==> src/rtl/core/sha256_stream_hasher_core_macros.svh <==
// Assertion macros for the SHA-256 stream hasher core
`ifndef SHA256_STREAM_HASHER_CORE_MACROS_SVH
`define SHA256_STREAM_HASHER_CORE_MACROS_SVH

// Implication check, disabled during reset
`define SHA_ASSERT_IMP(label, clk, rst, cond, prop, msg) \
   label: assert property (@(posedge clk) disable iff (rst) (cond) |-> (prop)) else $error(msg);

// Next-cycle implication check, disabled during reset
`define SHA_ASSERT_NEXT(label, clk, rst, cond, prop, msg) \
   label: assert property (@(posedge clk) disable iff (rst) (cond) |=> (prop)) else $error(msg);

`endif

==> src/rtl/core/sha_pkg.sv <==
// Package: SHA-256 constants, types and round functions
package sha_pkg;

   localparam int BufDepth  = 64;
   localparam int BufAw     = 6;
   localparam int WinDepth  = 16;
   localparam int WinAw     = 4;

   localparam logic OP_ABSORB = 1'b0;
   localparam logic OP_FINISH = 1'b1;

   typedef enum logic [8:0] {
      ST_IDLE  = 9'b000000001,
      ST_LOADR = 9'b000000010,
      ST_LOAD  = 9'b000000100,
      ST_ROUND = 9'b000001000,
      ST_ADD   = 9'b000010000,
      ST_PAD   = 9'b000100000,
      ST_LEN   = 9'b001000000,
      ST_EMIT  = 9'b010000000,
      ST_ZERO  = 9'b100000000
   } state_type;

   typedef logic [31:0] word_type;

   function automatic word_type initial_hash(input logic [2:0] idx);
      case (idx)
         3'd0: initial_hash = 32'h6a09e667;
         3'd1: initial_hash = 32'hbb67ae85;
         3'd2: initial_hash = 32'h3c6ef372;
         3'd3: initial_hash = 32'ha54ff53a;
         3'd4: initial_hash = 32'h510e527f;
         3'd5: initial_hash = 32'h9b05688c;
         3'd6: initial_hash = 32'h1f83d9ab;
         default: initial_hash = 32'h5be0cd19;
      endcase
   endfunction

   function automatic word_type round_k(input logic [5:0] r);
      case (r)
         6'd0: round_k = 32'h428a2f98; 6'd1: round_k = 32'h71374491;
         6'd2: round_k = 32'hb5c0fbcf; 6'd3: round_k = 32'he9b5dba5;
         6'd4: round_k = 32'h3956c25b; 6'd5: round_k = 32'h59f111f1;
         6'd6: round_k = 32'h923f82a4; 6'd7: round_k = 32'hab1c5ed5;
         6'd8: round_k = 32'hd807aa98; 6'd9: round_k = 32'h12835b01;
         6'd10: round_k = 32'h243185be; 6'd11: round_k = 32'h550c7dc3;
         6'd12: round_k = 32'h72be5d74; 6'd13: round_k = 32'h80deb1fe;
         6'd14: round_k = 32'h9bdc06a7; 6'd15: round_k = 32'hc19bf174;
         6'd16: round_k = 32'he49b69c1; 6'd17: round_k = 32'hefbe4786;
         6'd18: round_k = 32'h0fc19dc6; 6'd19: round_k = 32'h240ca1cc;
         6'd20: round_k = 32'h2de92c6f; 6'd21: round_k = 32'h4a7484aa;
         6'd22: round_k = 32'h5cb0a9dc; 6'd23: round_k = 32'h76f988da;
         6'd24: round_k = 32'h983e5152; 6'd25: round_k = 32'ha831c66d;
         6'd26: round_k = 32'hb00327c8; 6'd27: round_k = 32'hbf597fc7;
         6'd28: round_k = 32'hc6e00bf3; 6'd29: round_k = 32'hd5a79147;
         6'd30: round_k = 32'h06ca6351; 6'd31: round_k = 32'h14292967;
         6'd32: round_k = 32'h27b70a85; 6'd33: round_k = 32'h2e1b2138;
         6'd34: round_k = 32'h4d2c6dfc; 6'd35: round_k = 32'h53380d13;
         6'd36: round_k = 32'h650a7354; 6'd37: round_k = 32'h766a0abb;
         6'd38: round_k = 32'h81c2c92e; 6'd39: round_k = 32'h92722c85;
         6'd40: round_k = 32'ha2bfe8a1; 6'd41: round_k = 32'ha81a664b;
         6'd42: round_k = 32'hc24b8b70; 6'd43: round_k = 32'hc76c51a3;
         6'd44: round_k = 32'hd192e819; 6'd45: round_k = 32'hd6990624;
         6'd46: round_k = 32'hf40e3585; 6'd47: round_k = 32'h106aa070;
         6'd48: round_k = 32'h19a4c116; 6'd49: round_k = 32'h1e376c08;
         6'd50: round_k = 32'h2748774c; 6'd51: round_k = 32'h34b0bcb5;
         6'd52: round_k = 32'h391c0cb3; 6'd53: round_k = 32'h4ed8aa4a;
         6'd54: round_k = 32'h5b9cca4f; 6'd55: round_k = 32'h682e6ff3;
         6'd56: round_k = 32'h748f82ee; 6'd57: round_k = 32'h78a5636f;
         6'd58: round_k = 32'h84c87814; 6'd59: round_k = 32'h8cc70208;
         6'd60: round_k = 32'h90befffa; 6'd61: round_k = 32'ha4506ceb;
         6'd62: round_k = 32'hbef9a3f7; default: round_k = 32'hc67178f2;
      endcase
   endfunction

   function automatic word_type rotr(input word_type x, input int n);
      rotr = (x >> n) | (x << (32 - n));
   endfunction

   function automatic word_type big_s0(input word_type x);
      big_s0 = rotr(x, 2) ^ rotr(x, 13) ^ rotr(x, 22);
   endfunction

   function automatic word_type big_s1(input word_type x);
      big_s1 = rotr(x, 6) ^ rotr(x, 11) ^ rotr(x, 25);
   endfunction

   function automatic word_type small_s0(input word_type x);
      small_s0 = rotr(x, 7) ^ rotr(x, 18) ^ (x >> 3);
   endfunction

   function automatic word_type small_s1(input word_type x);
      small_s1 = rotr(x, 17) ^ rotr(x, 19) ^ (x >> 10);
   endfunction

endpackage

==> src/rtl/core/sha_ram.sv <==
// Generic single-port-write, single-port-read RAM with registered read
module sha_ram #(
   parameter int Width = 8,
   parameter int Depth = 64
) (
   input  logic                     clock,
   input  logic                     wr_en,
   input  logic [$clog2(Depth)-1:0] wr_addr,
   input  logic [Width-1:0]         wr_data,
   input  logic [$clog2(Depth)-1:0] rd_addr,
   output logic [Width-1:0]         rd_data
);
   logic [Width-1:0] mem [Depth];
   logic [Width-1:0] rd_data_ff;

   always_ff @(posedge clock) begin
      if (wr_en) begin
         mem[wr_addr] <= wr_data;
      end
      rd_data_ff <= mem[rd_addr];
   end

   assign rd_data = rd_data_ff;
endmodule

==> src/rtl/core/sha_round.sv <==
// SHA-256 round datapath: schedule word and working-variable update
module sha_round import sha_pkg::*; (
   input  word_type     vars [8],
   input  logic [5:0]   round,
   input  word_type     w_in,
   input  word_type     w2,
   input  word_type     w7,
   input  word_type     w15,
   input  word_type     w16,
   output word_type     w_out,
   output word_type     vars_out [8]
);
   word_type t1;
   word_type t2;

   always_comb begin
      w_out = (round < 6'd16) ? w_in : small_s1(w2) + w7 + small_s0(w15) + w16;
      t1 = vars[7] + big_s1(vars[4]) + ((vars[4] & vars[5]) ^ (~vars[4] & vars[6]))
         + round_k(round) + w_out;
      t2 = big_s0(vars[0]) + ((vars[0] & vars[1]) ^ (vars[0] & vars[2]) ^ (vars[1] & vars[2]));
      vars_out[7] = vars[6];
      vars_out[6] = vars[5];
      vars_out[5] = vars[4];
      vars_out[4] = vars[3] + t1;
      vars_out[3] = vars[2];
      vars_out[2] = vars[1];
      vars_out[1] = vars[0];
      vars_out[0] = t1 + t2;
   end
endmodule

==> src/rtl/core/sha256_stream_hasher_core.sv <==
// Top level: SHA-256 byte stream hasher with block buffer in RAM
//
// channel  dir  ports                                        meaning
// req      in   req_valid req_ready req_operation req_data_byte  absorb byte / finish
// rsp      out  rsp_valid rsp_ready rsp_digest_word rsp_word_index rsp_last_word
//
// An absorb writes one byte to the buffer; the 64th byte of a block adds a compression:
// one read setup, 64 buffer reads build the schedule (one RAM read port), 64 rounds,
// one hash add.
// Finish pads the buffer one byte a cycle, compresses once or twice, then emits eight items.
// A synchronous reset returns the hash words, count and length to their initial values.
// A stalled rsp_ready holds the current digest item; req_ready is low until done.
`include "sha256_stream_hasher_core_macros.svh"
module sha256_stream_hasher_core import sha_pkg::*; (
   input  logic        clock,
   input  logic        reset,
   input  logic        req_valid,
   output logic        req_ready,
   input  logic        req_operation,
   input  logic [7:0]  req_data_byte,
   output logic        rsp_valid,
   input  logic        rsp_ready,
   output logic [31:0] rsp_digest_word,
   output logic [2:0]  rsp_word_index,
   output logic        rsp_last_word
);
   state_type state_ff, state_in;
   logic [BufAw-1:0] fill_ff, fill_in;
   logic [63:0] bits_ff, bits_in;
   word_type hash_ff [8];
   word_type hash_in [8];
   word_type vars_ff [8];
   word_type vars_in [8];
   word_type vars_nx [8];
   logic [6:0] cnt_ff, cnt_in;
   logic [5:0] rnd_ff, rnd_in;
   word_type   wacc_ff, wacc_in;
   logic       final_ff, final_in;
   logic       second_ff, second_in;
   logic [2:0] widx_ff, widx_in;

   logic             buf_we;
   logic [BufAw-1:0] buf_wa, buf_ra;
   logic [7:0]       buf_wd, buf_rd;
   logic             win_we;
   logic [WinAw-1:0] win_wa;
   word_type         win_wd, w2, w7, w15, w16, w_new;
   logic [WinAw-1:0] r4;
   logic [63:0]      total;

   sha_ram #(.Width(8), .Depth(BufDepth)) u_buf (
      .clock(clock), .wr_en(buf_we), .wr_addr(buf_wa), .wr_data(buf_wd),
      .rd_addr(buf_ra), .rd_data(buf_rd)
   );

   // schedule window is a 16-entry register file read at fixed offsets of the round
   word_type win_ff [WinDepth];

   always_ff @(posedge clock) begin
      if (win_we) begin
         win_ff[win_wa] <= win_wd;
      end
   end

   assign r4  = rnd_ff[WinAw-1:0];
   assign w2  = win_ff[r4 - 4'd2];
   assign w7  = win_ff[r4 - 4'd7];
   assign w15 = win_ff[r4 - 4'd15];
   assign w16 = win_ff[r4];

   sha_round u_round (
      .vars(vars_ff), .round(rnd_ff), .w_in(win_ff[r4]), .w2(w2), .w7(w7),
      .w15(w15), .w16(w16), .w_out(w_new), .vars_out(vars_nx)
   );

   assign total = bits_ff + {55'd0, fill_ff, 3'd0};
   assign req_ready = (state_ff == ST_IDLE);
   assign rsp_valid = (state_ff == ST_EMIT);
   assign rsp_digest_word = hash_ff[widx_ff];
   assign rsp_word_index = widx_ff;
   assign rsp_last_word = (widx_ff == 3'd7);

   always_comb begin
      state_in = state_ff;
      fill_in = fill_ff;
      bits_in = bits_ff;
      hash_in = hash_ff;
      vars_in = vars_ff;
      cnt_in = cnt_ff;
      rnd_in = rnd_ff;
      wacc_in = wacc_ff;
      final_in = final_ff;
      second_in = second_ff;
      widx_in = widx_ff;
      buf_we = 1'b0;
      buf_wa = fill_ff;
      buf_wd = req_data_byte;
      buf_ra = cnt_ff[BufAw-1:0];
      win_we = 1'b0;
      win_wa = cnt_ff[5:2];
      win_wd = {wacc_ff[23:0], buf_rd};
      case (state_ff)
         ST_IDLE: begin
            if (req_valid) begin
               if (req_operation == OP_ABSORB) begin
                  buf_we = 1'b1;
                  fill_in = fill_ff + 6'd1;
                  if (fill_ff == 6'd63) begin
                     final_in = 1'b0;
                     cnt_in = 7'd0;
                     state_in = ST_LOADR;
                  end
               end else begin
                  buf_we = 1'b1;
                  buf_wd = 8'h80;
                  cnt_in = {1'b0, fill_ff} + 7'd1;
                  second_in = (fill_ff >= 6'd56);
                  final_in = 1'b1;
                  state_in = ST_PAD;
               end
            end
         end
         ST_PAD: begin
            if (cnt_ff == 7'd64) begin
               cnt_in = 7'd0;
               if (second_ff) begin
                  state_in = ST_LOADR;
               end else begin
                  state_in = ST_LEN;
               end
            end else begin
               buf_we = 1'b1;
               buf_wa = cnt_ff[BufAw-1:0];
               buf_wd = 8'h00;
               cnt_in = cnt_ff + 7'd1;
            end
         end
         ST_ZERO: begin
            buf_we = 1'b1;
            buf_wa = cnt_ff[BufAw-1:0];
            buf_wd = 8'h00;
            cnt_in = cnt_ff + 7'd1;
            if (cnt_ff == 7'd55) begin
               cnt_in = 7'd0;
               state_in = ST_LEN;
            end
         end
         ST_LEN: begin
            buf_we = 1'b1;
            buf_wa = 6'd56 + cnt_ff[5:0];
            buf_wd = total[6'(63 - 8 * cnt_ff[2:0]) -: 8];
            cnt_in = cnt_ff + 7'd1;
            if (cnt_ff == 7'd7) begin
               cnt_in = 7'd0;
               second_in = 1'b0;
               state_in = ST_LOADR;
            end
         end
         ST_LOADR: begin
            cnt_in = 7'd1;
            state_in = ST_LOAD;
         end
         ST_LOAD: begin
            buf_ra = cnt_ff[BufAw-1:0];
            wacc_in = {wacc_ff[23:0], buf_rd};
            win_wa = 4'(((cnt_ff - 7'd1) >> 2));
            win_we = ((cnt_ff - 7'd1) & 7'd3) == 7'd3;
            if (cnt_ff != 7'd64) begin
               cnt_in = cnt_ff + 7'd1;
            end else begin
               vars_in = hash_ff;
               rnd_in = 6'd0;
               state_in = ST_ROUND;
            end
         end
         ST_ROUND: begin
            vars_in = vars_nx;
            win_we = 1'b1;
            win_wa = r4;
            win_wd = w_new;
            rnd_in = rnd_ff + 6'd1;
            if (rnd_ff == 6'd63) begin
               state_in = ST_ADD;
            end
         end
         ST_ADD: begin
            for (int i = 0; i < 8; i++) begin
               hash_in[i] = hash_ff[i] + vars_ff[i];
            end
            cnt_in = 7'd0;
            if (!final_ff) begin
               bits_in = bits_ff + 64'd512;
               state_in = ST_IDLE;
            end else if (second_ff) begin
               state_in = ST_ZERO;
            end else begin
               widx_in = 3'd0;
               state_in = ST_EMIT;
            end
         end
         ST_EMIT: begin
            if (rsp_ready) begin
               widx_in = widx_ff + 3'd1;
               if (widx_ff == 3'd7) begin
                  for (int i = 0; i < 8; i++) begin
                     hash_in[i] = initial_hash(3'(i));
                  end
                  fill_in = '0;
                  bits_in = '0;
                  state_in = ST_IDLE;
               end
            end
         end
         default: begin
            state_in = ST_IDLE;
         end
      endcase
   end

   always_ff @(posedge clock) begin
      if (reset) begin
         state_ff <= ST_IDLE;
         fill_ff <= '0;
         bits_ff <= '0;
         for (int i = 0; i < 8; i++) begin
            hash_ff[i] <= initial_hash(3'(i));
         end
         cnt_ff <= '0;
         final_ff <= 1'b0;
         second_ff <= 1'b0;
         widx_ff <= '0;
      end else begin
         state_ff <= state_in;
         fill_ff <= fill_in;
         bits_ff <= bits_in;
         hash_ff <= hash_in;
         cnt_ff <= cnt_in;
         final_ff <= final_in;
         second_ff <= second_in;
         widx_ff <= widx_in;
      end
      vars_ff <= vars_in;
      rnd_ff <= rnd_in;
      wacc_ff <= wacc_in;
   end

   `SHA_ASSERT_IMP(a_onehot_state, clock, reset, 1'b1, $onehot(state_ff), "state not one-hot")
   `SHA_ASSERT_IMP(a_ready_excl, clock, reset, rsp_valid, !req_ready, "req and rsp both open")
   `SHA_ASSERT_NEXT(a_last_done, clock, reset, rsp_valid && rsp_ready && rsp_last_word,
      req_ready && fill_ff == 6'd0, "no restart after last word")
   `SHA_ASSERT_NEXT(a_round_wrap, clock, reset, state_ff == ST_ROUND && rnd_ff == 6'd63,
      state_ff == ST_ADD, "round count overrun")
endmodule

==> config.mk <==
export PLATFORM = sky130hd
export DESIGN_NAME = sha256_stream_hasher_core
export DESIGN_NICKNAME = d
export VERILOG_FILES = /design/src/rtl/core/sha_pkg.sv /design/src/rtl/core/sha_ram.sv /design/src/rtl/core/sha_round.sv /design/src/rtl/core/sha256_stream_hasher_core.sv
export VERILOG_INCLUDE_DIRS = /design/src /design/src/rtl/core
export SDC_FILE = /design/constraint.sdc
export NUM_CORES = 2
export LEC_CHECK = 0
export BUFFER_PORTS_ARGS = -buffer_cell sky130_fd_sc_hd__buf_2
export CAP_MARGIN = 5
export CELL_PAD_IN_SITES_DETAIL_PLACEMENT = 1
export CELL_PAD_IN_SITES_GLOBAL_PLACEMENT = 2
export CORE_MARGIN = 2
export CORE_UTILIZATION = 36
export CTS_CLUSTER_SIZE = 30
export DETAILED_ROUTE_END_ITERATION = 16
export GPL_TIMING_DRIVEN = 0
export PLACE_DENSITY = 0.62
export REMOVE_ABC_BUFFERS = 1
export SKIP_CTS_REPAIR_TIMING = 1
export SLEW_MARGIN = 30
export SYNTH_ARGS = -nofsm -noshare
export SYNTH_HDL_FRONTEND = slang
export SYNTH_SLANG_ARGS = --single-unit
==> constraint.sdc <==
create_clock -name clock -period 19.15 [get_ports clock]
set_clock_uncertainty 0.05 [all_clocks]
set_input_delay 3.83 -clock clock [delete_from_list [all_inputs] [get_ports clock]]
set_output_delay 3.83 -clock clock [all_outputs]
set_load 0.02 [all_outputs]
# After elaboration in Yosys (flattened, before gate mapping)
# Memory sizes are Yosys's and may differ from the RTL's. A register that Yosys moved wholly into a read port is not among the register bits.
# Index checks and enable logic that the tools add are counted.
[word_totals]
inputBits = 13
mem_count = 3
rom_bits = 2048
regBits = 633
elab_cells = 209
output_inout_bits = 38
mem_bits_rw = 1024
latch_bits = 0
[mem_list]
columns = ["memory", "words", "word_bits", "read_ports", "rd_clocked_by_memory_dff", "write_ports", "line_no", "text"]
rows = [
  ["(no name shown)", 64, 32, 1, 1, 0, "sha_pkg.sv:40", "case (r)"],
  ["u_buf.mem", 64, 8, 1, 1, 1, "sha_ram.sv:13", "logic [Width-1:0] mem [Depth];"],
  ["win_ff", 16, 32, 4, 1, 1, "sha256_stream_hasher_core.sv:57", "word_type win_ff [WinDepth];"],
]
[classes]
n_mux = 70
reduce_logical = 16
n_bitwise = 28
add_sub_neg = 31
eq_ne = 32
n_mul = 0
shift = 1
div_mod_pow = 0
order_cmp = 3
[ops]
columns = ["cell", "count"]
rows = [
  ["one-hot mux 256 bit (2 select lines)", 2],
  ["two-way mux 256 bit", 3],
  ["adder 32 bit", 18],
  ["XOR 32 bit", 9],
  ["two-way mux 64 bit", 3],
  ["AND 32 bit", 5],
  ["two-way mux 32 bit", 4],
  ["one-hot mux 64 bit (2 select lines)", 1],
  ["two-way mux 9 bit", 12],
  ["binary-select mux 32 bit (select 3 bit)", 1],
  ["one-hot mux 9 bit (9 select lines)", 1],
  ["variable part select 71 x 7 -> 8 bit", 1],
  ["adder 64 x 10 -> 64 bit (second input constant)", 1],
  ["adder 64 x 9 -> 64 bit", 1],
  ["two-way mux 7 bit", 8],
  ["one-hot mux 7 bit (7 select lines)", 1],
  ["two-way mux 6 bit", 7],
  ["inverter 32 bit", 1],
  ["OR 10 x 32 -> 32 bit", 1],
  ["OR 13 x 32 -> 32 bit", 1],
  ["OR 14 x 32 -> 32 bit", 1],
  ["OR 15 x 32 -> 32 bit", 1],
  ["OR 19 x 32 -> 32 bit", 1],
  ["OR 21 x 32 -> 32 bit", 1],
  ["other kinds (58)", 96],
]

# Longest topological paths before layout
# An unclocked memory read counts as a cell.
[logic_depth]
depth_word = 12
mapped_depth = 56
mapped_depth_nobuf = 51

# By module
# Synthesis repeated with hierarchy kept, for this count alone.
[hier_totals]
hier_cells = 9212
area_unflattened_um2 = 106026.7
[by_module_without_submodules]
columns = ["module", "n_inst", "area_per_inst_um2", "cells_per_inst", "seq_area_each_um2"]
rows = [
  ["sha256_stream_hasher_core", 1, 67636.1, 5878, 30809.5],
  ["sha_ram", 1, 20166.8, 940, 15534.9],
  ["sha_round", 1, 18223.7, 2394, 0.0],
]

# Worst setup path after synthesis
# OpenSTA, ideal clock, no wires.
[synth_path]
path_type = "flip-flop to flip-flop"
startpoint = "register rnd_ff[1]"
endpoint = "register vars_ff[255] (netlist bit) (data pin)"
period_less_slack_ns = 12.472
required_time_ns = 18.837
arrival_ns = 12.159
setup_slack_ns = 6.678
setup_ns = 0.263
path_stages_with_launch = 52
n_path_buf = 6
path_cell_list = "edfxtp_1 > clkbuf_1 > buf_2 > buf_1 > clkbuf_1 > clkbuf_1 > inv_1 > ha_1 > xor2_2 > buf_1 > mux4_2 > xnor2_1 > xnor2_1 > fa_1 > inv_1 > fa_1 > inv_1 > ha_1 > [16 not listed] > a221oi_1 > o21bai_1 > xor2_1 > fa_1 > ha_1 > a21o_1 > a21o_1 > a21o_1 > nor3_1 > a31oi_1 > a21o_1 > a21o_1 > a2111o_1 > a31oi_1 > o21bai_1 > a21oi_1 > xnor2_1 > o21ai_1"
[synth_rtl]
columns = ["element", "line_no", "text"]
rows = [
  ["start, declared", "sha256_stream_hasher_core.sv:36", "logic [5:0] rnd_ff, rnd_in;"],
  ["start signal, assigned", "sha256_stream_hasher_core.sv:243", "rnd_ff <= rnd_in;"],
  ["end signal, assigned", "sha256_stream_hasher_core.sv:242", "vars_ff <= vars_in;"],
  ["end, declared", "sha256_stream_hasher_core.sv:32", "word_type vars_ff [8];"],
]

==> flow_summary_export.csv <==
group,metric,value,unit
layout,final_util,0.416,
hold_path,holdCritStartpoint,"u_buf.rd_data[2]$_DFF_P_",
setup_path,critical_path.max_stage_delay,0.73,ns
sta,fmax,0.0673,GHz
sta,setup_tns,0,ns
pwr,p_total,9.75,mW
setup_path,end_kind,"flip-flop",
clock_tree,clk_latency,0.90,ns
setup_path,critPathKind,"reg -> reg",
clock_tree,cts_tree,"yes",
placed_design,placed_cell_area,112000,µm²
floorplanning,die-width,539,µm
sta,finalCritPeriodShare,0.776,
floorplanning,rows,196,
synthesis,ys_types,85,
clock_tree,cts-root-buf,"clkbuf_16",
synthesis,synth_top_area_cell,"edfxtp_1",
setup_path,ff2ff_setup_slack,4.28,ns
floorplanning,initial_core_util,0.361,
sta,timing.slew.headroom,0.273,
setup_path,reg2reg_depth,52,
layout,final_common_cell,"edfxtp_1",
layout,layout.nets,9163,
sta,finalCriticalPeriod,14.87,ns
detailed_routing,viasPerCell,5.84,
sta,rsz0062_at_grt,"false",
hold_path,hold_path_end,"wacc_ff[2]$_DFFE_PP_",
job,cap_violations,0,
sta,tightestPinTransition,1.06,ns
floorplanning,dieArea,290000,µm²
placed_design,place_hpwl,277,mm
detailed_routing,drt_iter0_drc,6550,
hold_path,hold_depth,0,
setup_path,arrival,15.38,ns
detailed_routing,ant_nets,0,
placed_design,port_buffers,50,
layout,drive_above_1_share,0.171,
layout,fin_cells,12487,
layout,area.growth.synth_to_final,15.0,%
hold_path,hp-class,"reg -> reg",
detailed_routing,routed_wl,369,mm
setup_path,required,19.67,ns
placed_design,post-place-ws,4.46,ns
detailed_routing,route.detailed.drc,0,
setup_path,worst_path_max_delay_cell,"o21ai_1",
synthesis,yosysTopAreaCellShare,0.382,
setup_path,path_max_fanout,11,
synthesis,ys_seq_area_frac,0.456,
clock_tree,clkTransAtPathRegs,0.06,ns
setup_path,r2r_start,"rnd_ff[0]$_DFFE_PP_",
detailed_routing,wl_per_cell,29.5,µm
synthesis,synthFlopType,"edfxtp_1",
placed_design,placedCellCount,12108,
floorplanning,fp.dieH,539,µm
sta,holdWs,0.386,ns
setup_path,cp-start-kind,"flip-flop",
global_routing,overflow,0,
global_routing,grtUsageTotal,0.250,
run_status,status,"completed",
pwr,power.density,82.3,nW/µm²
global_routing,grt_pass1_wl,535,mm
pwr,vdd_drop_max,94.7,µV
pwr,p_leak,42.5,nW
floorplanning,io-pin-count,51,
clock_tree,cts_sinks,1692,
synthesis,synth_edf_count,1310,
synthesis,synth_seq_cells,1692,
synthesis,yosys_warnings,0,
setup_path,cp-startpoint,"rnd_ff[0]$_DFFE_PP_",
sta,slew_viol_final,0,
sta,setup_viol,0,
setup_path,r2r-end,"vars_ff[255]$_DFFE_PP_",
clock_tree,clk_path_buf_depth,4,
synthesis,syn_inst,8530,
global_routing,antenna_found_initial,12,
clock_tree,cts_buffers,206,
synthesis,synth_area,103000,µm²
detailed_routing,firstDrtPassIters,5,
sta,hold_viol,0,
synthesis,synth.area.top_cells,"edfxtp_1 38%, mux4_2 16%, dfxtp_1 7.4%, ha_1 4.9%, nand2_1 3.9%",
detailed_routing,via_count,72921,
layout,final_area,118000,µm²
synthesis,synthArstFlopShare,0,
global_routing,grt_max_degree,86,
clock_tree,cts_htree_levels,4,
global_routing,grt_pass1_vias,74320,
synthesis,syn_area_per_cell,12.1,µm²
placed_design,gp_congestion,0.882,
sta,fin_ws,4.28,ns
floorplanning,coreArea,285000,µm²
layout,mostFrequentLayoutCells,"1310 x edfxtp_1, 1057 x nand2_1, 742 x mux4_2",
area by class of cell:
class	count	area, µm²
inverters	392	1490
repair buffers	304	5350
clock inverters	116	1130
well taps	3762	4710
multi-input cells	5958	53200
fillers	29627	167000
clock buffers	259	5490
flip-flops and latches	1692	47000
diodes	4	10.0
logic make-up (layout without fill, tap and decap cells):
kind of cell | Yosys count | in the layout | synth area share
AOI/OAI and AO/OA | 1625 | 1625 | 0.0987
xor gates and xnor gates | 625 | 625 | 0.0535
adders and majority gates | 615 | 615 | 0.0885
buffers and inverters | 880 | 1071 | 0.0324
DFF | 1692 | 1692 | 0.456
muxes | 841 | 841 | 0.174
other | 0 | 4 | 0
and+or+nand+nor | 2252 | 2252 | 0.0963
cell usage after synthesis, drive strengths merged (100+ instances only):
master / count
nor2: 543
buf: 100
a21oi: 421
nand3: 127
o21ai: 422
nand2b: 168
edfxtp: 1310
a21o: 201
xnor2: 381
xor2: 243
clkbuf: 388
mux4: 755
fa: 195
ha: 401
o22ai: 101
inv: 392
dfxtp: 382
nand2: 1060
worst max-delay path, delay by kind of cell (launching register included):
family,cells,cell delay [ns]
AOI/OAI and AO/OA,21,6.08
adders and majority gates,8,3.55
buffers and inverters,10,1.68
xor gates and xnor gates,5,1.35
and+or+nand+nor,7,0.80
muxes,1,0.56
DFF,1,0.47
flip-flops by register name (all words and copies together), names as in the netlist, named ones only:
register,count
vars_ff,256
fill_ff,6
u_buf.mem,512
final_ff,1
wacc_ff,24
rnd_ff,6
second_ff,1
rsp_word_index,3
state_ff,9
win_ff,512
u_buf.rd_data,8
bits_ff,55
cnt_ff,7
hash_ff,256
how the worst max path moves through the flow:
stage / end / slack, ns / cells after the start
floorplan: vars_ff[255]$_DFFE_PP_ / -3.83 / 44
global placement: vars_ff[255]$_DFFE_PP_ / -13.27 / 43
detailed placement: vars_ff[255]$_DFFE_PP_ / 4.46 / 52
CTS: vars_ff[255]$_DFFE_PP_ / 4.32 / 52
global route: vars_ff[255]$_DFFE_PP_ / 3.65 / 52
finish: vars_ff[255]$_DFFE_PP_ / 4.28 / 52
per-layer routing:
metal	wire length, µm	up-vias	track usage
met3	22500	399	0.0343
met2	165000	2296	0.382
li1	-	32012	-
met4	7040	0	0.0510
met5	0	-	0
met1	175000	38214	0.376
where the power goes:
group / switching, mW / internal (mW)
logic: 1.09 / 0.698
clock network: 1.64 / 2.28
registers: 0.0335 / 4.01
total: 2.77 / 6.98
No activity file was read; power rests on OpenSTA's default activity.
